$ cat src/hdl/rhk_pkg.sv
// ----------------------------------------------------------------------------
// rhk_pkg
// shared types, codes and constants of the keyed parameter store
// ----------------------------------------------------------------------------
package rhk_pkg;

    localparam int MAX_ENTRIES_DEF = 32;
    localparam int TABLE_SLOTS_DEF = 64;
    localparam int KEY_CHARS_DEF   = 8;

    localparam logic [31:0] FNV_BASIS = 32'd2166136261;
    localparam logic [31:0] FNV_PRIME = 32'd16777619;
    localparam logic [7:0]  SLOT_EMPTY = 8'hFF;

    typedef enum logic [1:0] {
        MODE_REGISTER = 2'd0,
        MODE_GET      = 2'd1,
        MODE_SET      = 2'd2,
        MODE_RESET    = 2'd3
    } t_mode;

    typedef enum logic [2:0] {
        ST_OK       = 3'd0,
        ST_PRESENT  = 3'd1,
        ST_FULL     = 3'd2,
        ST_NOTFOUND = 3'd3,
        ST_RANGE    = 3'd4
    } t_status;

    // classified request passed from front to back
    typedef struct packed {
        t_mode              mode;
        logic [63:0]        key;
        logic [31:0]        hash;
        logic signed [31:0] value;
        logic signed [31:0] low_bound;
        logic signed [31:0] high_bound;
    } t_req;

endpackage

$ cat src/hdl/rhk_queue.sv
// ----------------------------------------------------------------------------
// rhk_queue
// two entry request queue between front and back
// ----------------------------------------------------------------------------
module rhk_queue import rhk_pkg::*; (
    input  logic i_clk,
    input  logic i_rst_n,
    input  logic i_push,
    input  t_req i_req,
    output logic o_full,
    input  logic i_pop,
    output logic o_empty,
    output t_req o_req
);

    t_req       r_buf [2];
    logic       r_wptr;
    logic       r_rptr;
    logic [1:0] r_cnt;

    always_ff @(posedge i_clk) begin
        if (!i_rst_n) begin
            r_wptr <= 1'b0;
            r_rptr <= 1'b0;
            r_cnt  <= 2'd0;
        end else begin
            if (i_push) begin
                r_buf[r_wptr] <= i_req;
                r_wptr        <= ~r_wptr;
            end
            if (i_pop) begin
                r_rptr <= ~r_rptr;
            end
            r_cnt <= r_cnt + {1'b0, i_push} - {1'b0, i_pop};
        end
    end

    assign o_full  = (r_cnt == 2'd2);
    assign o_empty = (r_cnt == 2'd0);
    assign o_req   = r_buf[r_rptr];

endmodule

$ cat config.mk
export PLATFORM = sky130hd
export DESIGN_NAME = rhk_queue
export DESIGN_NICKNAME = d
export VERILOG_FILES = /design/src/hdl/rhk_pkg.sv /design/src/hdl/rhk_queue.sv
export SDC_FILE = /design/constraint.sdc
export NUM_CORES = 1
export LEC_CHECK = 0
export BUFFER_PORTS_ARGS = -buffer_cell sky130_fd_sc_hd__buf_2
export CORE_ASPECT_RATIO = 0.9
export CORE_MARGIN = 4
export CORE_UTILIZATION = 45
export DETAILED_ROUTE_END_ITERATION = 8
export HOLD_SLACK_MARGIN = 0.08
export MAX_ROUTING_LAYER = met4
export PLACE_DENSITY = 0.73
export SYNTH_ARGS = -nofsm -noshare
export SYNTH_HDL_FRONTEND = slang
export SYNTH_SLANG_ARGS = --single-unit
export TNS_END_PERCENT = 30
$ cat constraint.sdc
create_clock -name i_clk -period 9.5 [get_ports i_clk]
set_clock_uncertainty 0.15 [all_clocks]
set_input_delay 0.475 -clock i_clk [delete_from_list [all_inputs] [get_ports i_clk]]
set_output_delay 0.475 -clock i_clk [all_outputs]
set_load 0.03 [all_outputs]
==> reports/results.tsv, run 1 <==
stage	metric	value	unit
route	dr.pass1.iters	4	
route	postRouteAntennaNets	0	
sta	rsz0062_at_grt	no	
finish	nFillCells	2181	
floorplanning	ios	394	
clock_tree	cts_tree	built	
power_and_ir_drop	ir_worst_vdd	144.8	uV
global_routing	gr-usage-all-layers	17.93	%
worst_setup_path	rrSetupSlack	6830	ps
route	wl_per_cell	19.61	um
worst_setup_path	worstPathMaxFanout	58	
clock_tree	cts_resized	0	
clock_tree	root_buffer	clkbuf_16	
global_routing	antenna_found_initial	3	
clock_tree	path_clk_slew	60	ps
worst_setup_path	critPathArrivalTime	3470	ps
finish	final_common_cell	buf_2	
clock_tree	numCtsBuffers	39	
worst_setup_path	worstRegToRegCells	2	
route	via_per_inst	4.846	
yosys	syn_area	14900	um^2
global_routing	grt_pass1_wl	48720	um
place	hpwl	21130	um
route	initialDrtViolationCount	396	
min_path	hp-class	primary input to flip-flop	
yosys	synth_ff_type	edfxtp_1	
worst_setup_path	r2r-start	r_wptr	
finish	multi_input_area	2918	um^2
yosys	yosys_register_bits	393	
status	status	finished clean	
sta	min_period	4092	ps
finish	finalNetCount	1441	
min_path	hold_depth	3	
finish	syn_to_final_growth	36.67	%
worst_setup_path	worstPathCellList	buf_4, buf_4, mux2_4, buf_2	
finish	final_cell_area	20360	um^2
sta	slew_violations	0	
route	drt-total-wl	33100	um
worst_setup_path	worst-path-buf-inv	3	
worst_setup_path	critPathCaptureType	primary output	
clock_tree	cts_buffer_depth	3	
route	vias	8180	
min_path	min-delay-start	i_pop	
floorplanning	die_x	199.8	um
worst_setup_path	critPathLaunchType	flip-flop	
yosys	synthCells	626	
worst_setup_path	crit_top_cell	buf_4	
clock_tree	cts.sinks	393	
place	routabilityCongestion	0.7910	
place	portBuffers	393	
power_and_ir_drop	powerDensity	196.6	nW/um^2
yosys	synth_seq_area_share	78.88	%
global_routing	grt_pass1_vias	8574	
sta	setup_violations	0	
worst_setup_path	r2r_end	r_buf[1][172]	
yosys	synth_edf_count	388	
sta	fmax	244.4	MHz
global_routing	grt_max_degree	78	
place	placed_area	17230	um^2
finish	drive_gt1_share	50.99	%
sta	tns	0	ps
sta	hold_violations	0	
route	route.detailed.drc	0	
floorplanning	initial_core_util	46.16	%
worst_setup_path	crit_required	8880	ps
yosys	synth_cell_type_count	16	
power_and_ir_drop	power.leakage	7.976	nW
floorplanning	die_h	180.6	um
clock_tree	htree_levels	2	
worst_setup_path	slowest_delay	830	ps
floorplanning	dieArea	36080	um^2
yosys	async_flop_share	0	%
sta	timing.final.crit_share	43.08	%
global_routing	gr-total-overflow	0	
sta	relSlewSlack	26.15	%
yosys	yosys_warnings	0	
job	maxCapViolCount	0	
floorplanning	rows	62	
floorplanning	core	32270	um^2
finish	layout_common_cells	buf_2 (393), edfxtp_1 (388), dlygate4sd3_1 (195), mux2_4 (160), clkbuf_16 (41)	
worst_setup_path	critPathKind	flip-flop to primary output	
clock_tree	clkLatencyLatePin	510	ps
yosys	syn-num-nets	826	
yosys	syn-mean-instance-area	23.80	um^2
worst_setup_path	critPathSlowestCell	buf_4	
sta	worstMarginPinSlew	1108	ps
clock_tree	post-cts-setup-buffer-count	0	
finish	regArea	11760	um^2
worst_setup_path	cp_top_family	buffers and inverters	
## layer usage
metal	global-route usage (%)	vias up	wire length, um
met5	-	-	0
met4	5.596	0	760
met3	4.019	57	2387
met2	29.60	361	16750
met1	22.16	4033	13200
li1	-	3729	-
## sequential cells by signal, summed over array words and instances (netlist names), named ones only
| register | cells |
|---|---|
| r_cnt | 2 |
| r_wptr | 1 |
| r_rptr | 1 |
| r_buf | 388 |
## how the worst max path moves through the flow
stage                     startpoint     endpoint  slack (ps)  cells after the start
after floorplan              i_rst_n  r_buf[0][0]        3330                      2
after global placement     flip-flop    o_req[72]        5980                      4
after detailed placement   flip-flop   o_req[128]        5920                      4
after CTS                  flip-flop   o_req[103]        5360                      4
after global routing       flip-flop   o_req[103]        5200                      4
final                      flip-flop   o_req[103]        5410                      4
## cell type report
class / instances / area share, %
tap: 416 / 2.557
antenna: 3 / 0.03687
clock buffer: 54 / 5.279
inverter: 2 / 0.03687
timing repair buffer: 596 / 19.54
sequential: 393 / 57.74
multi-input combinational: 209 / 14.33
clock inverter: 15 / 0.4794
## power by group
part           leakage, nW  switching [mW]  total (mW)  internal (mW)
clock network        0.570           0.590        1.41          0.818
logic                 3.80           0.328       0.586          0.258
registers             3.61          0.0251        2.01           1.98
total                 7.98           0.943        4.00           3.06
## cell families (layout without fill, tap and decap cells)
family        after synthesis  after routing  share of synthesized area, %
flops                     393            393                         78.88
mux                       194            194                         18.70
buf+inv                    24            667                         1.613
simple gates               10             10                        0.3695
xor+xnor                    3              3                        0.2688
fa+ha+maj                   2              2                        0.1680
other cells                 0              3                             0
## cell usage after synthesis (2+ instances only)
master / instances / area, um^2
xor2_1: 2 / 17.52
edfxtp_1: 388 / 11650
and2_1: 4 / 25.02
mux2_2: 34 / 382.9
nor2b_1: 2 / 12.51
inv_1: 2 / 7.510
buf_2: 3 / 15.01
nor2_1: 2 / 7.510
dfxtp_1: 5 / 100.1
buf_6: 18 / 202.7
mux2_4: 160 / 2402
ha_1: 2 / 25.02
## worst register-to-register path: stages, from the launching register on
cell and delay (ps):
dfxtp_1 400, and3_4 800, buf_4 890
## stage by stage
step	power, mW	hold WS (ps)	cells	util [%]	setup slack, ps
2_1_floorplan	2.422	404.6	626	-	3330
3_3_place_gp	2.554	420.5	1421	53.38	5979
3_5_place_dp	2.564	419.2	1421	53.38	5923
4_1_cts	4.040	138.6	1685	63.07	5364
5_1_grt	4.163	155.1	1688	63.09	5203
6_report	4.003	170.4	1688	63.09	5408
## timing repair
action / CTS / global route
hold buffers: 195 / 0
setup endpoints to repair: 0 / 0
endpoints found under the hold margin: 393 / 0
Note: power is estimated with default switching activity, not from simulation.
==> inputs of run 2 (changes only) <==
--- a/config.mk
+++ b/config.mk
@@ -12,7 +12,7 @@
 export DETAILED_ROUTE_END_ITERATION = 8
 export HOLD_SLACK_MARGIN = 0.08
 export MAX_ROUTING_LAYER = met4
-export PLACE_DENSITY = 0.73
+export PLACE_DENSITY = 0.7
 export SYNTH_ARGS = -nofsm -noshare
 export SYNTH_HDL_FRONTEND = slang
 export SYNTH_SLANG_ARGS = --single-unit
==> constraint.sdc (replaced) <==
create_clock -name i_clk -period 3.8 [get_ports i_clk]
set_clock_uncertainty 0.15 [all_clocks]
set_input_delay 0.19 -clock i_clk [delete_from_list [all_inputs] [get_ports i_clk]]
set_output_delay 0.19 -clock i_clk [all_outputs]
set_load 0.03 [all_outputs]
==> reports/results.tsv, run 2 (synthesis results as in run 1) <==
stage	metric	value	unit
min_path	min-delay-start	i_req[161]	
finish	top_register	r_buf	
route	vias	8090	
finish	syn_to_final_growth	37.44	%
route	postRouteAntennaNets	0	
worst_setup_path	r2r_end	r_buf[1][65]	
clock_tree	root_buffer	clkbuf_16	
floorplanning	die_x	199.8	um
finish	final_common_cell	buf_2	
worst_setup_path	critPathArrivalTime	2270	ps
worst_setup_path	slowest_delay	680	ps
sta	setup_violations	0	
job	maxCapViolCount	0	
worst_setup_path	critPathLaunchType	flip-flop	
worst_setup_path	critPathCaptureType	primary output	
sta	fmax	382.8	MHz
finish	largest_reg_flops	388	
power_and_ir_drop	ir_worst_vdd	343.4	uV
worst_setup_path	critPathSlowestCell	dfxtp_4	
status	status	finished clean	
finish	top_regs	r_buf: 388 flops, r_cnt: 2 flops	
worst_setup_path	worstPathCellList	buf_12, mux2_2, buf_2	
route	initialDrtViolationCount	378	
power_and_ir_drop	p_total	10.03	mW
clock_tree	htree_levels	2	
floorplanning	core	32270	um^2
sta	slew_violations	0	
place	hpwl	20900	um
min_path	hp-class	primary input to flip-flop	
floorplanning	dieArea	36080	um^2
clock_tree	cts_tree	built	
finish	final_cell_area	20470	um^2
worst_setup_path	critPathKind	flip-flop to primary output	
worst_setup_path	rrSetupSlack	1670	ps
clock_tree	cts_buffer_depth	3	
clock_tree	cts_resized	0	
worst_setup_path	worst-path-buf-inv	2	
route	route.detailed.drc	0	
sta	hold_violations	0	
route	wl_per_cell	19.84	um
floorplanning	die_h	180.6	um
clock_tree	path_clk_slew	60	ps
sta	timing.final.crit_share	68.75	%
clock_tree	numCtsBuffers	39	
worst_setup_path	crit_path_end	o_req[27]	
place	portBuffers	393	
worst_setup_path	worstRegToRegCells	2	
sta	hold_ws	244.9	ps
route	via_per_inst	4.778	
finish	post-route-util	63.45	%
clock_tree	clkLatencyLatePin	510	ps
worst_setup_path	cp_top_family	flip-flops	
sta	worstMarginPinSlew	704.6	ps
sta	relSlewSlack	53.03	%
power_and_ir_drop	power.leakage	8.012	nW
floorplanning	ios	394	
global_routing	gr-usage-all-layers	18.26	%
route	drt-total-wl	33590	um
worst_setup_path	worstPathMaxFanout	55	
sta	tns	0	ps
worst_setup_path	r2r-start	r_wptr	
worst_setup_path	crit_required	3460	ps
global_routing	grt_pass1_wl	49580	um
floorplanning	rows	62	
place	routabilityCongestion	0.7509	
power_and_ir_drop	powerDensity	489.7	nW/um^2
floorplanning	initial_core_util	46.16	%
place	placed_area	17320	um^2
finish	drive_gt1_share	50.63	%
finish	layout_common_cells	buf_2 (393), edfxtp_1 (388), dlygate4sd3_1 (198), mux2_4 (160), clkbuf_16 (41)	
global_routing	grt_pass1_vias	8648	
route	dr.pass1.iters	6	
sta	min_period	2613	ps
sta	rsz0062_at_grt	no	
global_routing	grt_max_degree	93	
global_routing	gr-total-overflow	0	
clock_tree	cts.sinks	393	
finish	finalNetCount	1445	
global_routing	antenna_found_initial	5	
worst_setup_path	worstSetupPathDepth	3	
## run 2: worst min path at each step
stage	endpoint	slack [ps]	cells past startpoint
2_1_floorplan	r_buf[0][0]	140	0
3_3_place_gp	r_buf[0][182]	230	1
3_5_place_dp	r_buf[0][176]	230	1
4_1_cts	r_buf[0][79]	210	2
5_1_grt	r_buf[0][161]	220	2
6_report	r_buf[0][161]	240	2
## run 2: through the flow
step / setup WS (ps) / instances
floorplan: -1828 / 626
global placement: 1648 / 1422
detailed placement: 1650 / 1422
CTS: 1124 / 1688
global route: 1066 / 1693
finish: 1187 / 1693
## run 2: final cells by class
cell class / instances / area, um^2
Antenna cell: 5 / 12.51
Sequential cell: 393 / 11760
Clock inverter: 17 / 93.84
Tap cell: 416 / 520.5
Clock buffer: 51 / 1064
Fill cell: 2178 / 11800
Multi-Input combinational cell: 209 / 2918
Timing Repair Buffer: 600 / 4104
Inverter: 2 / 7.507
## run 2: timing repair
action,in CTS,in global routing
hold buffers,198,0
buffers inserted,0,0
setup endpoints to repair,0,0
endpoints found under the hold margin,393,0
## run 2: routing by layer
layer  vias up  track usage [%]  share of wire [%]
li1       3739                -                  -
met1      3983            22.48                 40
met2       306            29.95                 49
met3        62            4.692                7.6
met4         0            5.433                2.7
met5         -                -                  0
## run 2: where the power goes
group,total (mW),internal (mW),switching [mW]
Combinational,1.49,0.656,0.833
Clock,3.52,2.03,1.49
Sequential,5.02,4.96,0.0607
Total,10.0,7.64,2.39
==> inputs of run 3 (changes only) <==
--- a/config.mk
+++ b/config.mk
@@ -12,7 +12,7 @@
 export DETAILED_ROUTE_END_ITERATION = 8
 export HOLD_SLACK_MARGIN = 0.08
 export MAX_ROUTING_LAYER = met4
-export PLACE_DENSITY = 0.7
+export PLACE_DENSITY = 0.73
 export SYNTH_ARGS = -nofsm -noshare
 export SYNTH_HDL_FRONTEND = slang
 export SYNTH_SLANG_ARGS = --single-unit
==> constraint.sdc (replaced) <==
create_clock -name i_clk -period 2.29 [get_ports i_clk]
set_clock_uncertainty 0.15 [all_clocks]
set_input_delay 0.1145 -clock i_clk [delete_from_list [all_inputs] [get_ports i_clk]]
set_output_delay 0.1145 -clock i_clk [all_outputs]
set_load 0.03 [all_outputs]
==> reports/results.tsv, run 3 (synthesis results as in run 1) <==
stage	metric	value	unit
sta	hold_violations	0	
global_routing	antenna_found_initial	3	
worst_setup_path	r2r-start	r_wptr	
power_and_ir_drop	power_frac_comb	15.1	%
worst_setup_path	r2r_end	r_buf[1][159]	
sta	relSlewSlack	56.32	%
global_routing	grt_max_degree	109	
route	vias	8297	
power_and_ir_drop	ir_worst_vdd	705.4	uV
route	wl_per_cell	20.37	um
finish	multi_input_area	2918	um^2
place	dp_slack	549.7	ps
floorplanning	rows	62	
finish	top_register	r_buf	
power_and_ir_drop	powerDensity	820.4	nW/um^2
route	initialDrtViolationCount	337	
status	status	finished clean	
floorplanning	die_x	199.8	um
worst_setup_path	critPathKind	flip-flop to primary output	
clock_tree	cts.sinks	393	
sta	rsz0062_at_grt	no	
worst_setup_path	rrSetupSlack	650	ps
finish	drive_gt1_share	51.85	%
sta	setup_violations	0	
floorplanning	dieArea	36080	um^2
global_routing	grt_pass1_wl	51740	um
min_path	hp-class	primary input to flip-flop	
sta	timing.final.crit_share	95.37	%
sta	hold_ws	173.7	ps
power_and_ir_drop	power_switching	4.055	mW
route	route.detailed.drc	0	
route	dr.pass1.iters	5	
sta	fmax	457.9	MHz
worst_setup_path	slowest_delay	460	ps
clock_tree	clkLatencyLatePin	510	ps
power_and_ir_drop	pwr-share-seq	48.8	%
clock_tree	numCtsBuffers	40	
clock_tree	cts_tree	built	
clock_tree	path_clk_slew	60	ps
worst_setup_path	worstPathMaxFanout	48	
floorplanning	die_h	180.6	um
clock_tree	root_buffer	clkbuf_16	
place	portBuffers	393	
power_and_ir_drop	clkPwrFrac	36.1	%
place	routabilityCongestion	0.7986	
global_routing	gr-total-overflow	0	
clock_tree	htree_levels	2	
worst_setup_path	critPathSlowestCell	dfxtp_4	
finish	top_regs	r_buf: 388 flops, r_cnt: 2 flops	
power_and_ir_drop	swShare	23.79	%
route	postRouteAntennaNets	0	
clock_tree	cts_buffer_depth	3	
finish	nFillCells	2156	
worst_setup_path	crit_required	2030	ps
min_path	hold_depth	2	
worst_setup_path	critPathArrivalTime	1920	ps
worst_setup_path	critPathLaunchType	flip-flop	
floorplanning	core	32270	um^2
route	drt-total-wl	34890	um
worst_setup_path	worstRegToRegCells	2	
sta	layout_setup_ws	106.1	ps
sta	worstMarginPinSlew	655.3	ps
power_and_ir_drop	p_int	12.99	mW
worst_setup_path	worstPathCellList	buf_16, mux2_4, buf_2	
global_routing	gr-usage-all-layers	18.99	%
route	via_per_inst	4.844	
finish	largest_reg_flops	388	
min_path	worst_hold_path.endpoint	r_buf[1][155]	
finish	final_common_cell	buf_2	
sta	slew_violations	0	
floorplanning	initial_core_util	46.16	%
job	maxCapViolCount	0	
global_routing	grt_pass1_vias	9194	
sta	min_period	2184	ps
finish	syn_to_final_growth	39.47	%
worst_setup_path	critPathCaptureType	primary output	
finish	layout_common_cells	buf_2 (393), edfxtp_1 (388), dlygate4sd3_1 (198), mux2_4 (160), clkbuf_16 (41)	
min_path	min-delay-start	i_req[155]	
floorplanning	ios	394	
finish	finalNetCount	1467	
place	hpwl	21050	um
power_and_ir_drop	power.leakage	8.183	nW
finish	regArea	11760	um^2
-- run 3: changes by cell type in the layout (fill, tap and decap cells not counted) --
cell and change:
dfxtp_1 -1, buf_4 +16, buf_16 +1, buf_12 +3, diode_2 -2, clkinv_1 -7, clkbuf_8 +3, bufbuf_16 +1
bufinv_16 +1, inv_6 +1, clkbuf_1 +3, dfxtp_2 +1
-- run 3: worst max-delay path by stage --
stage               from           to  slack [ps]  cells past startpoint
2_1_floorplan     r_wptr  r_buf[0][0]       -1460                      1
3_3_place_gp   flip-flop    o_req[14]         570                      4
3_5_place_dp   flip-flop    o_req[14]         550                      4
4_1_cts        flip-flop    o_req[54]         0.5                      3
5_1_grt        flip-flop   o_req[145]          40                      3
6_report       flip-flop   o_req[145]         110                      3
-- run 3: routing by layer --
metal / GRT usage (%) / up-vias / routed length (um)
li1: - / 3773 / -
met1: 22.11 / 4102 / 13440
met2: 32.41 / 348 / 17920
met3: 4.767 / 74 / 2449
met4: 5.949 / 0 / 1077
met5: - / - / 0
-- run 3: area by class of cell --
| cell class | instances | share of cell area [%] |
|---|---|---|
| clock buffer | 57 | 5.372 |
| multi-input combinational | 209 | 14.04 |
| antenna | 3 | 0.03613 |
| sequential | 393 | 56.59 |
| timing repair buffer | 621 | 20.91 |
| clock inverter | 12 | 0.5119 |
| tap | 416 | 2.505 |
| inverter | 2 | 0.03613 |
-- run 3: repair_timing --
action | 4_1_cts | 5_1_grt
setup buffers | 0 | 6
cloned | 1 | 0
resized for setup | 0 | 1
hold endpoints to repair | 406 | 0
setup endpoints to repair | 15 | 41
hold buffers | 198 | 0
-- run 3: power groups by stage --
stage          Clock [mW]  Sequential (mW)  Combinational (mW)
6_report             6.15             8.32                2.58
5_1_grt              6.59             8.33                2.71
3_3_place_gp            0             8.45                2.22
2_1_floorplan           0             8.45                1.57
3_5_place_dp            0             8.47                2.25
4_1_cts              6.28             8.32                2.55
-- run 3: critical path: cells and delay by family, from the launching register on --
| kind | cells | cell delay, ps |
|---|---|---|
| buffers and inverters | 2 | 480 |
| multiplexers | 1 | 350 |
| flip-flops | 1 | 460 |
-- run 3: stage by stage --
stage	cell area, um^2	TNS [ps]	util, %	power (mW)	std cells
after floorplan	14910	-487360	-	10.02	626
after global placement	17480	0	54.16	10.67	1436
after detailed placement	17480	0	54.16	10.71	1436
after CTS	20720	0	64.19	17.15	1704
after global routing	20780	0	64.38	17.64	1713
final	20780	0	64.38	17.05	1713
