### config.mk
export PLATFORM = sky130hd
export DESIGN_NAME = rhk_front
export DESIGN_NICKNAME = d
export VERILOG_FILES = /design/src/hdl/rhk_pkg.sv /design/src/hdl/rhk_front.sv
export SDC_FILE = /design/constraint.sdc
export NUM_CORES = 1
export LEC_CHECK = 0
export BUFFER_PORTS_ARGS = -buffer_cell sky130_fd_sc_hd__buf_4
export CORE_AREA = 2 2 169 171
export DETAILED_ROUTE_END_ITERATION = 7
export DIE_AREA = 0 0 171 173
export GPL_TIMING_DRIVEN = 0
export PLACE_DENSITY = 0.85
export SYNTH_ARGS = -nofsm -noshare
export SYNTH_HDL_FRONTEND = slang
export SYNTH_SLANG_ARGS = --single-unit
### constraint.sdc
create_clock -name i_clk -period 5.8 [get_ports i_clk]
set_input_delay 0.87 -clock i_clk [delete_from_list [all_inputs] [get_ports i_clk]]
set_output_delay 0.87 -clock i_clk [all_outputs]
set_load 0.01 [all_outputs]
### src/hdl/rhk_pkg.sv
// ----------------------------------------------------------------------------
// rhk_pkg
// shared types, codes and constants of the keyed parameter store
// ----------------------------------------------------------------------------
package rhk_pkg;

    localparam int MAX_ENTRIES_DEF = 32;
    localparam int TABLE_SLOTS_DEF = 64;
    localparam int KEY_CHARS_DEF   = 8;

    localparam logic [31:0] FNV_BASIS = 32'd2166136261;
    localparam logic [31:0] FNV_PRIME = 32'd16777619;
    localparam logic [7:0]  SLOT_EMPTY = 8'hFF;

    typedef enum logic [1:0] {
        MODE_REGISTER = 2'd0,
        MODE_GET      = 2'd1,
        MODE_SET      = 2'd2,
        MODE_RESET    = 2'd3
    } t_mode;

    typedef enum logic [2:0] {
        ST_OK       = 3'd0,
        ST_PRESENT  = 3'd1,
        ST_FULL     = 3'd2,
        ST_NOTFOUND = 3'd3,
        ST_RANGE    = 3'd4
    } t_status;

    // classified request passed from front to back
    typedef struct packed {
        t_mode              mode;
        logic [63:0]        key;
        logic [31:0]        hash;
        logic signed [31:0] value;
        logic signed [31:0] low_bound;
        logic signed [31:0] high_bound;
    } t_req;

endpackage

### src/hdl/rhk_front.sv
// ----------------------------------------------------------------------------
// rhk_front
// accepts requests, trims the key and hashes it one byte per cycle
// ----------------------------------------------------------------------------
module rhk_front import rhk_pkg::*; #(
    parameter int KEY_CHARS = KEY_CHARS_DEF
) (
    input  logic               i_clk,
    input  logic               i_rst_n,
    input  logic               i_valid,
    output logic               o_stall,
    input  logic [1:0]         i_mode,
    input  logic [63:0]        i_key,
    input  logic signed [31:0] i_value,
    input  logic signed [31:0] i_low_bound,
    input  logic signed [31:0] i_high_bound,
    output logic               o_push,
    output t_req               o_req,
    input  logic               i_full
);

    typedef enum logic [2:0] {
        F_IDLE = 3'b001,
        F_HASH = 3'b010,
        F_PUSH = 3'b100
    } t_fstate;

    t_fstate     r_state;
    t_req        r_req;
    logic [63:0] r_shift;
    logic [63:0] canon;

    // keep bytes up to the first zero byte and the key length limit
    always_comb begin
        logic alive;
        alive = 1'b1;
        canon = '0;
        for (int i = 0; i < 8; i++) begin
            alive = alive && (i_key[8*i +: 8] != 8'd0) && (i < KEY_CHARS);
            if (alive) begin
                canon[8*i +: 8] = i_key[8*i +: 8];
            end
        end
    end

    always_ff @(posedge i_clk) begin
        if (!i_rst_n) begin
            r_state <= F_IDLE;
        end else begin
            unique case (r_state)
                F_IDLE: begin
                    if (i_valid) begin
                        r_req.mode       <= t_mode'(i_mode);
                        r_req.key        <= canon;
                        r_req.hash       <= FNV_BASIS;
                        r_req.value      <= i_value;
                        r_req.low_bound  <= i_low_bound;
                        r_req.high_bound <= i_high_bound;
                        r_shift          <= canon;
                        r_state          <= F_HASH;
                    end
                end
                F_HASH: begin
                    if (r_shift[7:0] == 8'd0) begin
                        r_state <= F_PUSH;
                    end else begin
                        r_req.hash <= (r_req.hash ^ {24'd0, r_shift[7:0]}) * FNV_PRIME;
                        r_shift    <= {8'd0, r_shift[63:8]};
                    end
                end
                F_PUSH: begin
                    if (!i_full) begin
                        r_state <= F_IDLE;
                    end
                end
                default: r_state <= F_IDLE;
            endcase
        end
    end

    assign o_stall = (r_state != F_IDLE);
    assign o_push  = (r_state == F_PUSH) && !i_full;
    assign o_req   = r_req;

endmodule

==> results of run 1 <==
-- power breakdown --
part           internal (mW)  switching, mW  total [mW]
registers               2.20         0.0606        2.26
logic                   1.90           2.49        4.39
clock network          0.939          0.702        1.64
-- layout make-up --
class | count | area share
Inverter | 168 | 0.03242
Multi-Input combinational cell | 640 | 0.3472
Clock buffer | 31 | 0.03550
Tap cell | 378 | 0.02431
Buffer | 24 | 0.005789
Timing Repair Buffer | 371 | 0.1463
Sequential cell | 261 | 0.4013
Clock inverter | 17 | 0.007203
-- metrics by stage --
step                setup WS, ns  setup TNS, ns  utilization  instance area (um2)  total power [mW]
global placement         -0.9778        -155.75       0.6622                18300             6.243
floorplan                 0.4666              0            -                15110             5.375
detailed placement       -0.3049         -1.490       0.6655                18390             6.433
CTS                      0.01247              0       0.6977                19280             8.129
global route             -0.1555        -0.6361       0.7041                19450             8.930
finish                 -0.002729      -0.002729       0.7041                19450             8.283
-- metal layers --
layer / global-route usage / up-vias
met5: 0 / -
met4: 0.09852 / 0
met3: 0.06317 / 97
met2: 0.5045 / 403
met1: 0.2995 / 5011
li1: - / 4649
-- state kept, by name (all words and copies together) (netlist names) --
signal   cells
r_shift     64
o_req      194
r_state      3
-- placed cells by master, fill, tap and decap left out, types with 19 or more instances in the layout --
cell and n:
buf_4 368, edfxtp_1 258, ha_1 185, inv_1 167
fa_1 74, and2_1 50, nand2_1 41, mux2_2 38
clkbuf_16 27, clkbuf_1 23, xnor2_1 19
-- worst max path at each step --
| stage | cells past startpoint | endpoint | slack [ns] |
|---|---|---|---|
| 2_1_floorplan | 19 | o_req[123] | 0.47 |
| 3_3_place_gp | 2 | o_req[92] | -0.98 |
| 3_5_place_dp | 19 | o_req[127] | -0.30 |
| 4_1_cts | 19 | o_req[127] | 0.01 |
| 5_1_grt | 19 | o_req[120] | -0.16 |
| 6_report | 19 | o_req[126] | -0.003 |
-- repair_timing --
| action | in CTS | in global routing |
|---|---|---|
| pin swaps | 1 | 5 |
| endpoints found under the setup margin | 7 | 9 |
| cloned | 0 | 0 |
| endpoints found under the hold margin | 0 | 0 |
| resized for setup | 9 | 19 |
| setup buffers | 0 | 7 |
| hold buffers | 0 | 0 |
-- cells by family (layout without fill, tap and decap cells) --
| group | after synthesis | in the layout | synth area share |
|---|---|---|---|
| xor+xnor | 44 | 44 | 0.02550 |
| mux | 49 | 49 | 0.03891 |
| flops | 261 | 261 | 0.5166 |
| buf+inv | 192 | 611 | 0.04918 |
| simple gates | 185 | 185 | 0.07071 |
| fa+ha+maj | 259 | 259 | 0.2512 |
| compound gates | 103 | 103 | 0.04786 |
-- critical path, delay by kind of cell, from the launching register on --
family / cells / cell delay (ns)
buffers and inverters: 2 / 0.09
multiplexers: 1 / 0.24
adder cells (fa/ha/maj): 8 / 2.92
XOR/XNOR: 1 / 0.34
flip-flops: 1 / 0.51
AO/OA/AOI/OAI: 7 / 1.53
==> impl_metrics.toml, run 1 <==
[floorplan]
io-pin-count = 362
die_h_um = 173
fp.dieArea_mm2 = 0.02958
core_area_mm2 = 0.02763
start_util = 0.5470
die_w_um = 171
rows = 61

[logic_synthesis]
netlist_area_mm2 = 0.01511
syn_nets = 1518
synth_edf_count = 258
ys_warn_count = 0
async_flop_share = 0
syn_inst = 1093
synth_cell_types = 53
synth.most_common_cell = "edfxtp_1"
yosys-top-cells-area = "edfxtp_1, ha_1, fa_1"
seq_area_frac_synth = 0.5166
synth_top_area_frac = 0.5127
ys_seq_elements = 261
synth_common_cells = "edfxtp_1, ha_1, inv_1"
syn_avg_cell_area_um2 = 13.83
synth_ff_type = "edfxtp_1"
synth_area_leader_cell = "edfxtp_1"

[route]
antenna_left = 0
dr_total_vias = 10160
drt_pass1_iterations = 5
met2_wirelength_mm = 21.96
finalWirelength_mm = 40.31
highest_layer = "met4"
wire_per_inst_um = 21.33
drc = 0
drtIter0Drc = 544
wl_met1_mm = 14.12
via_per_inst = 5.376
met3_length_mm = 2.768

[pwr]
p_leak_nw = 8.697
p_per_area_mw_per_mm2 = 425.8
ir_worst_vdd_uv = 262.0

[timing]
rsz0062_at_grt = "true"
fin_crit_ns = 5.803
hold_ws_ns = 0.5136
max_freq_ghz = 0.1723
finalCritPeriodShare = 1.000
setup_ws_ns = -0.002729
max-slew-margin-rel = 0.5478
hold_viol = 0
worst_pin_slew_ns = 0.6783
setup_viol = 1
drv_slew = 0
finClkSkew_ns = 0.009616

[cells_and_area]
ff_latch_area_mm2 = 0.007807
multi_input_area_mm2 = 0.006754
drive_gt1_frac = 0.3333
fin_cells = 1890
areaGrowthSynthToFinish_pct = 28.73
nets = 1917
fillCellCount = 1860
antenna_cells = 0

[clocking]
clkTransAtPathRegs_ns = 0.06
cts-htree-levels = 1
cts_tree = "done"
clock_path_buffers = 3
insertion_delay_ns = 0.52
clock-root-buffer = "clkbuf_16"
cts_made_buffers = 26
clock-sinks = 261

[worst_setup_path]
cp-end-kind = "flop"
path_cells = "xor2_1, ha_1, ha_1, fa_1, ha_1, fa_1, ha_1, inv_1, fa_1, inv_1, ha_1, a211oi_1, o21ai_0, a21oi_2, o21a_1, o22ai_1, o211a_1, o21ai_1, mux2i_1"
cp_data_arrival_time_ns = 6.17
crit_type = "flop to flop"
rr_endpoint = "o_req[126]"
critPathLaunch = "o_req[99]"
crit_required_ns = 6.17
cp_slowest_cell = "edfxtp_1"
slowest_delay_ns = 0.51
start_kind = "flop"
r2r-start = "o_req[99]"
rrSetupSlack_ns = -0.003
crit_path_frequent_cell = "ha_1"
cp_max_fo = 6
r2r_cells = 19

[min_path]
min_path_cells = 2
worstHoldStart = "r_shift[14]"
worstHoldEndpoint = "r_shift[6]"
hold_path.class = "flop to flop"

[placed_design]
port_buffers = 361
post-dp-hpwl_mm = 31.81
dp.cells = 1835
gp_congestion = 0.8876

[global_routing]
grt_overflow = 0
track_usage = 0.2718
grt_start_max_net_pins = 71
antenna_found_initial = 0
grt_pass1_vias = 10795
grt_pass1_wl_mm = 60.50

[run_status]
status = "finished with violations"
violations = "negative setup slack"

[job]
cap_viol_max_count = 0
Note: power is estimated with default switching activity, not from simulation.
==> run 2, diff against run 1 <==
--- a/config.mk
+++ b/config.mk
@@ -6,11 +6,13 @@
 export NUM_CORES = 1
 export LEC_CHECK = 0
 export BUFFER_PORTS_ARGS = -buffer_cell sky130_fd_sc_hd__buf_4
-export CORE_AREA = 2 2 169 171
+export CELL_PAD_IN_SITES_DETAIL_PLACEMENT = 1
+export CELL_PAD_IN_SITES_GLOBAL_PLACEMENT = 2
+export CORE_AREA = 2 2 206 208
 export DETAILED_ROUTE_END_ITERATION = 7
-export DIE_AREA = 0 0 171 173
+export DIE_AREA = 0 0 208 210
 export GPL_TIMING_DRIVEN = 0
-export PLACE_DENSITY = 0.85
+export PLACE_DENSITY = 0.84
 export SYNTH_ARGS = -nofsm -noshare
 export SYNTH_HDL_FRONTEND = slang
 export SYNTH_SLANG_ARGS = --single-unit
==> run 2 against run 1 <==
Effect of this change:
- the run now ends clean
- via count down 1.8%
- combinational power about the same
- critical path type unchanged
- total power up 2.3%
- clock-buffer cell count down 1
- sequential power about the same
- hold slack worse by 0.028 ns
- non-clock buffer count up 4
- final area up 1.8%
- largest power group unchanged
==> impl_metrics.toml, run 2 (synthesis results as in run 1) <==
[run_status]
status = "finished, final reports clean"

[route]
finalWirelength_mm = 43.46
drtIter0Drc = 331
via_per_inst = 4.845
antenna_left = 0
drt_pass1_iterations = 4
drc = 0
dr_total_vias = 9980
wire_per_inst_um = 21.10

[timing]
fin_crit_ns = 5.572
max-slew-margin-rel = 0.4373
hold_ws_ns = 0.4852
hold_viol = 0
finClkSkew_ns = 0.01380
max_freq_ghz = 0.1795
setup_viol = 0
finalCritPeriodShare = 0.9608
drv_slew = 0
worst_pin_slew_ns = 0.8440

[placed_design]
place_area_mm2 = 0.01859
gp_congestion = 0.8339
post-dp-hpwl_mm = 34.59
dp.cells = 1996
port_buffers = 361

[global_routing]
antenna_found_initial = 2
grt_pass1_wl_mm = 66.16
grt_pass1_vias = 11230
grt_overflow = 0
track_usage = 0.1985
grt_start_max_net_pins = 59

[worst_setup_path]
crit_type = "flop to flop"
crit_required_ns = 6.07
cp_data_arrival_time_ns = 5.84
start_kind = "flop"
cp-end-kind = "flop"
cp_max_fo = 5

[pwr]
ir_worst_vdd_uv = 256.3
power_mw = 8.474
p_per_area_mw_per_mm2 = 428.0
p_leak_nw = 8.777

[clocking]
clkTransAtPathRegs_ns = 0.06
insertion_delay_ns = 0.56
holdBufCountCts = 0
clock_path_buffers = 3
clock-sinks = 261
cts-htree-levels = 1
clock-root-buffer = "clkbuf_16"
cts_tree = "done"
cts_made_buffers = 29

[cells_and_area]
largest_reg_flops = 194
fin_cells = 2060
postLayoutCoreUtil = 0.4773
nets = 1924
fillCellCount = 4277
mostFrequentLayoutCell = "buf_4"
areaGrowthSynthToFinish_pct = 31.00
finish.instance_area_mm2 = 0.01980
layout_common_cells = "buf_4, edfxtp_1, ha_1"
drive_gt1_frac = 0.3408

[floorplan]
start_util = 0.3643
fp.dieArea_mm2 = 0.04368
die_h_um = 210
core_area_mm2 = 0.04148
die_w_um = 208
io-pin-count = 362
rows = 75

[job]
cap_viol_max_count = 0

[min_path]
hold_path.class = "primary input to flop"
==> run 2: cell types whose count changed in the layout (fill, tap and decap cells not counted), sizes merged <==
| cell | previous run | this run |
|---|---|---|
| inv | 168 | 171 |
| diode | 0 | 1 |
| clkinv | 13 | 14 |
| clkbuf | 50 | 49 |
| buf | 376 | 380 |
| bufinv | 2 | 3 |
==> run 2: cell type report <==
type,instances,area (um2),area share
flip-flops and latches,261,7807,0.3944
multi-input cells,640,6764,0.3417
repair buffers,375,2875,0.1452
clock buffers,30,729.5,0.03685
well taps,539,674.4,0.03407
inverters,168,630.6,0.03185
clock inverters,22,200.2,0.01011
plain buffers,24,112.6,0.005688
diodes,1,2.502,0.0001264
==> run 2: critical path: stages (launching register included) <==
cell	delay, ns
edfxtp_1	0.51
xor2_4	0.25
ha_1	0.33
ha_1	0.31
fa_1	0.44
ha_1	0.23
fa_1	0.44
ha_1	0.29
inv_1	0.05
fa_1	0.48
inv_1	0.04
ha_1	0.33
a2111o_1	0.42
a31o_2	0.23
o21ai_2	0.13
a21oi_1	0.14
o21a_1	0.24
o21a_1	0.19
nor3_1	0.16
nor3_1	0.07
==> run 2: stage by stage <==
step | setup TNS [ns] | setup slack (ns)
finish | 0 | 0.2276
global route | -0.1696 | -0.06699
CTS | 0 | 0.007178
detailed placement | -3.733 | -0.5598
global placement | -185.08 | -1.148
floorplan | 0 | 0.4666
==> run 2: layer usage <==
metal  vias to the layer above  global-route usage  wire length, um
li1                       4659                   -                -
met1                      5003              0.2160            15850
met2                       264              0.3814            23730
met3                        54             0.05185             2860
met4                         0             0.04867             1018
met5                         -                   0                0
==> run 2: path summary, 6_finish.rpt <==
path,start,slack [ns],cells past startpoint,endpoint
min,i_high_bound[4],0.49,1,o_req[4]
max reg2reg,r_shift[5],0.23,19,o_req[119]
min reg2reg,r_shift[13],0.52,2,r_shift[5]
max,r_shift[5],0.23,19,o_req[119]
==> run 2: where the power goes <==
group	switching [mW]	total (mW)	leakage (nW)	internal [mW]
registers	0.0626	2.26	2.42	2.20
clock network	0.792	1.84	0.460	1.05
logic	2.49	4.37	5.90	1.89
total	3.34	8.47	8.78	5.13
==> run 2: what timing repair did <==
item,CTS,global route
resized for setup,16,14
hold endpoints to repair,0,0
endpoints found under the setup margin,13,9
buffers inserted,4,7
pin swaps,4,7
gates cloned,0,0
==> run 3, diff against run 2 <==
--- a/config.mk
+++ b/config.mk
@@ -13,6 +13,8 @@
 export DIE_AREA = 0 0 208 210
 export GPL_TIMING_DRIVEN = 0
 export PLACE_DENSITY = 0.84
+export REMOVE_ABC_BUFFERS = 1
+export SETUP_SLACK_MARGIN = 0.4
 export SYNTH_ARGS = -nofsm -noshare
 export SYNTH_HDL_FRONTEND = slang
 export SYNTH_SLANG_ARGS = --single-unit
==> run 3 against run 2 <==
Effect of this change:
- combinational power rose by 21%
- register-to-register slack improved by 0.04 ns
- setup slack improved by 0.037 ns
- final area rose by 3.4%
- fmax rose by 0.67%
- via count rose by 1.5%
- non-clock buffer count rose by 20
- largest power group unchanged
==> impl_metrics.toml, run 3 (synthesis results as in run 1) <==
[pwr]
intPower_mw = 5.673
switchingPower_mw = 3.695
pwr-share-comb = 0.564
switching_share = 0.3944
power.clock.fraction = 0.196
ir_worst_vdd_uv = 283.2
power_mw = 9.368
pwr-share-seq = 0.240
p_leak_nw = 8.976
p_per_area_mw_per_mm2 = 457.7

[clocking]
holdBufCountCts = 0
clkTransAtPathRegs_ns = 0.06
cts-htree-levels = 1
insertion_delay_ns = 0.57
cts_tree = "done"
clock-sinks = 261
clock_path_buffers = 3
cts_made_buffers = 29
clock-root-buffer = "clkbuf_16"

[floorplan]
core_area_mm2 = 0.04148
rows = 75
fp.dieArea_mm2 = 0.04368
start_util = 0.3643
die_h_um = 210
die_w_um = 208
io-pin-count = 362

[placed_design]
gp_congestion = 0.8682
dp.cells = 1974
port_buffers = 361
place_area_mm2 = 0.01852
post-dp-hpwl_mm = 35.35

[route]
drt_pass1_iterations = 6
finalWirelength_mm = 45.72
wire_per_inst_um = 21.97
drtIter0Drc = 414
dr_total_vias = 10125
via_per_inst = 4.865
antenna_left = 0
wl_met1_mm = 16.03
drc = 0
highest_layer = "met5"
met2_wirelength_mm = 23.95
met3_length_mm = 4.130

[global_routing]
grt_pass1_wl_mm = 68.63
grt_overflow = 0
grt_start_max_net_pins = 73
track_usage = 0.2078
grt_pass1_vias = 11533
antenna_found_initial = 6

[timing]
fin_crit_ns = 5.535
max_freq_ghz = 0.1807
drv_slew = 0
max-slew-margin-rel = 0.3545
hold_viol = 0
rsz0062_at_grt = "true"
hold_ws_ns = 0.4785
worst_pin_slew_ns = 0.9682
finalCritPeriodShare = 0.9543
setup_viol = 0
finClkSkew_ns = 0.03068

[min_path]
hold_path.class = "primary input to flop"

[job]
cap_viol_max_count = 0

[cells_and_area]
drive_gt1_frac = 0.3952
largest_reg_flops = 194
nets = 1944
fillCellCount = 4229
mostFrequentLayoutCell = "buf_4"
layout_common_cells = "buf_4, edfxtp_1, inv_1"
fin_cells = 2081
areaGrowthSynthToFinish_pct = 35.44
finish.instance_area_mm2 = 0.02047

[worst_setup_path]
cp_max_fo = 6
cp_data_arrival_time_ns = 5.82
crit_required_ns = 6.09
cp-end-kind = "flop"
crit_type = "flop to flop"
start_kind = "flop"
rrSetupSlack_ns = 0.26

[run_status]
status = "finished, final reports clean"
-- run 3: per-layer routing --
layer  vias up  global-route usage
met2       285              0.3799
met1      5056              0.2163
li1       4693                   -
met3        83             0.08090
met4         8             0.07337
met5         -                   0
-- run 3: what timing repair did --
action | CTS | global route
hold endpoints to repair | 0 | 0
pin swaps | 22 | 51
endpoints found under the setup margin | 18 | 10
resized for setup | 59 | 41
buffers inserted | 30 | 23
-- run 3: critical path, stage by stage (launching register included) --
cell and delay [ns]:
edfxtp_1 0.54, xor2_2 0.41, ha_4 0.27, ha_4 0.23
fa_1 0.52, ha_2 0.21, fa_1 0.42, ha_1 0.30
inv_2 0.04, fa_1 0.50, inv_2 0.05, ha_4 0.29
nand3_2 0.08, a211oi_2 0.27, o41ai_4 0.17, a211oi_4 0.34
nor2_2 0.09, a21oi_2 0.25, nor2b_4 0.20, a211oi_2 0.05
-- run 3: power by group through the flow --
stage | Sequential [mW] | Combinational (mW) | Clock, mW
2_1_floorplan | 2.32 | 3.06 | 0
3_3_place_gp | 2.32 | 4.07 | 0
3_5_place_dp | 2.30 | 4.22 | 0
4_1_cts | 2.26 | 4.82 | 1.89
5_1_grt | 2.26 | 5.88 | 1.94
6_report | 2.25 | 5.28 | 1.83
-- run 3: per-stage QoR --
step	utilization	setup slack (ns)	setup TNS [ns]
4_1_cts	0.4839	0.4004	0
6_report	0.4935	0.2648	0
2_1_floorplan	-	0.4399	0
3_5_place_dp	0.4466	-0.6436	-4.618
5_1_grt	0.4934	0.1808	0
3_3_place_gp	0.4432	-1.169	-190.28
-- run 3: worst paths after layout --
check / from / depth (start not counted) / to
hold / removal: i_value[11] / 1 / o_req[75]
setup / recovery: o_req[101] / 19 / o_req[127]
setup reg to reg: o_req[101] / 19 / o_req[127]
hold reg to reg: r_shift[8] / 2 / r_shift[0]
-- run 3: layout make-up --
class,instances,area [um2],share of cell area
antenna,1,2.502,0.0001223
clock buffer,34,744.5,0.03637
sequential,261,7807,0.3814
tap,539,674.4,0.03295
timing repair buffer,419,3254,0.1590
multi-input combinational,640,7163,0.3500
clock inverter,19,188.9,0.009230
inverter,168,633.1,0.03093
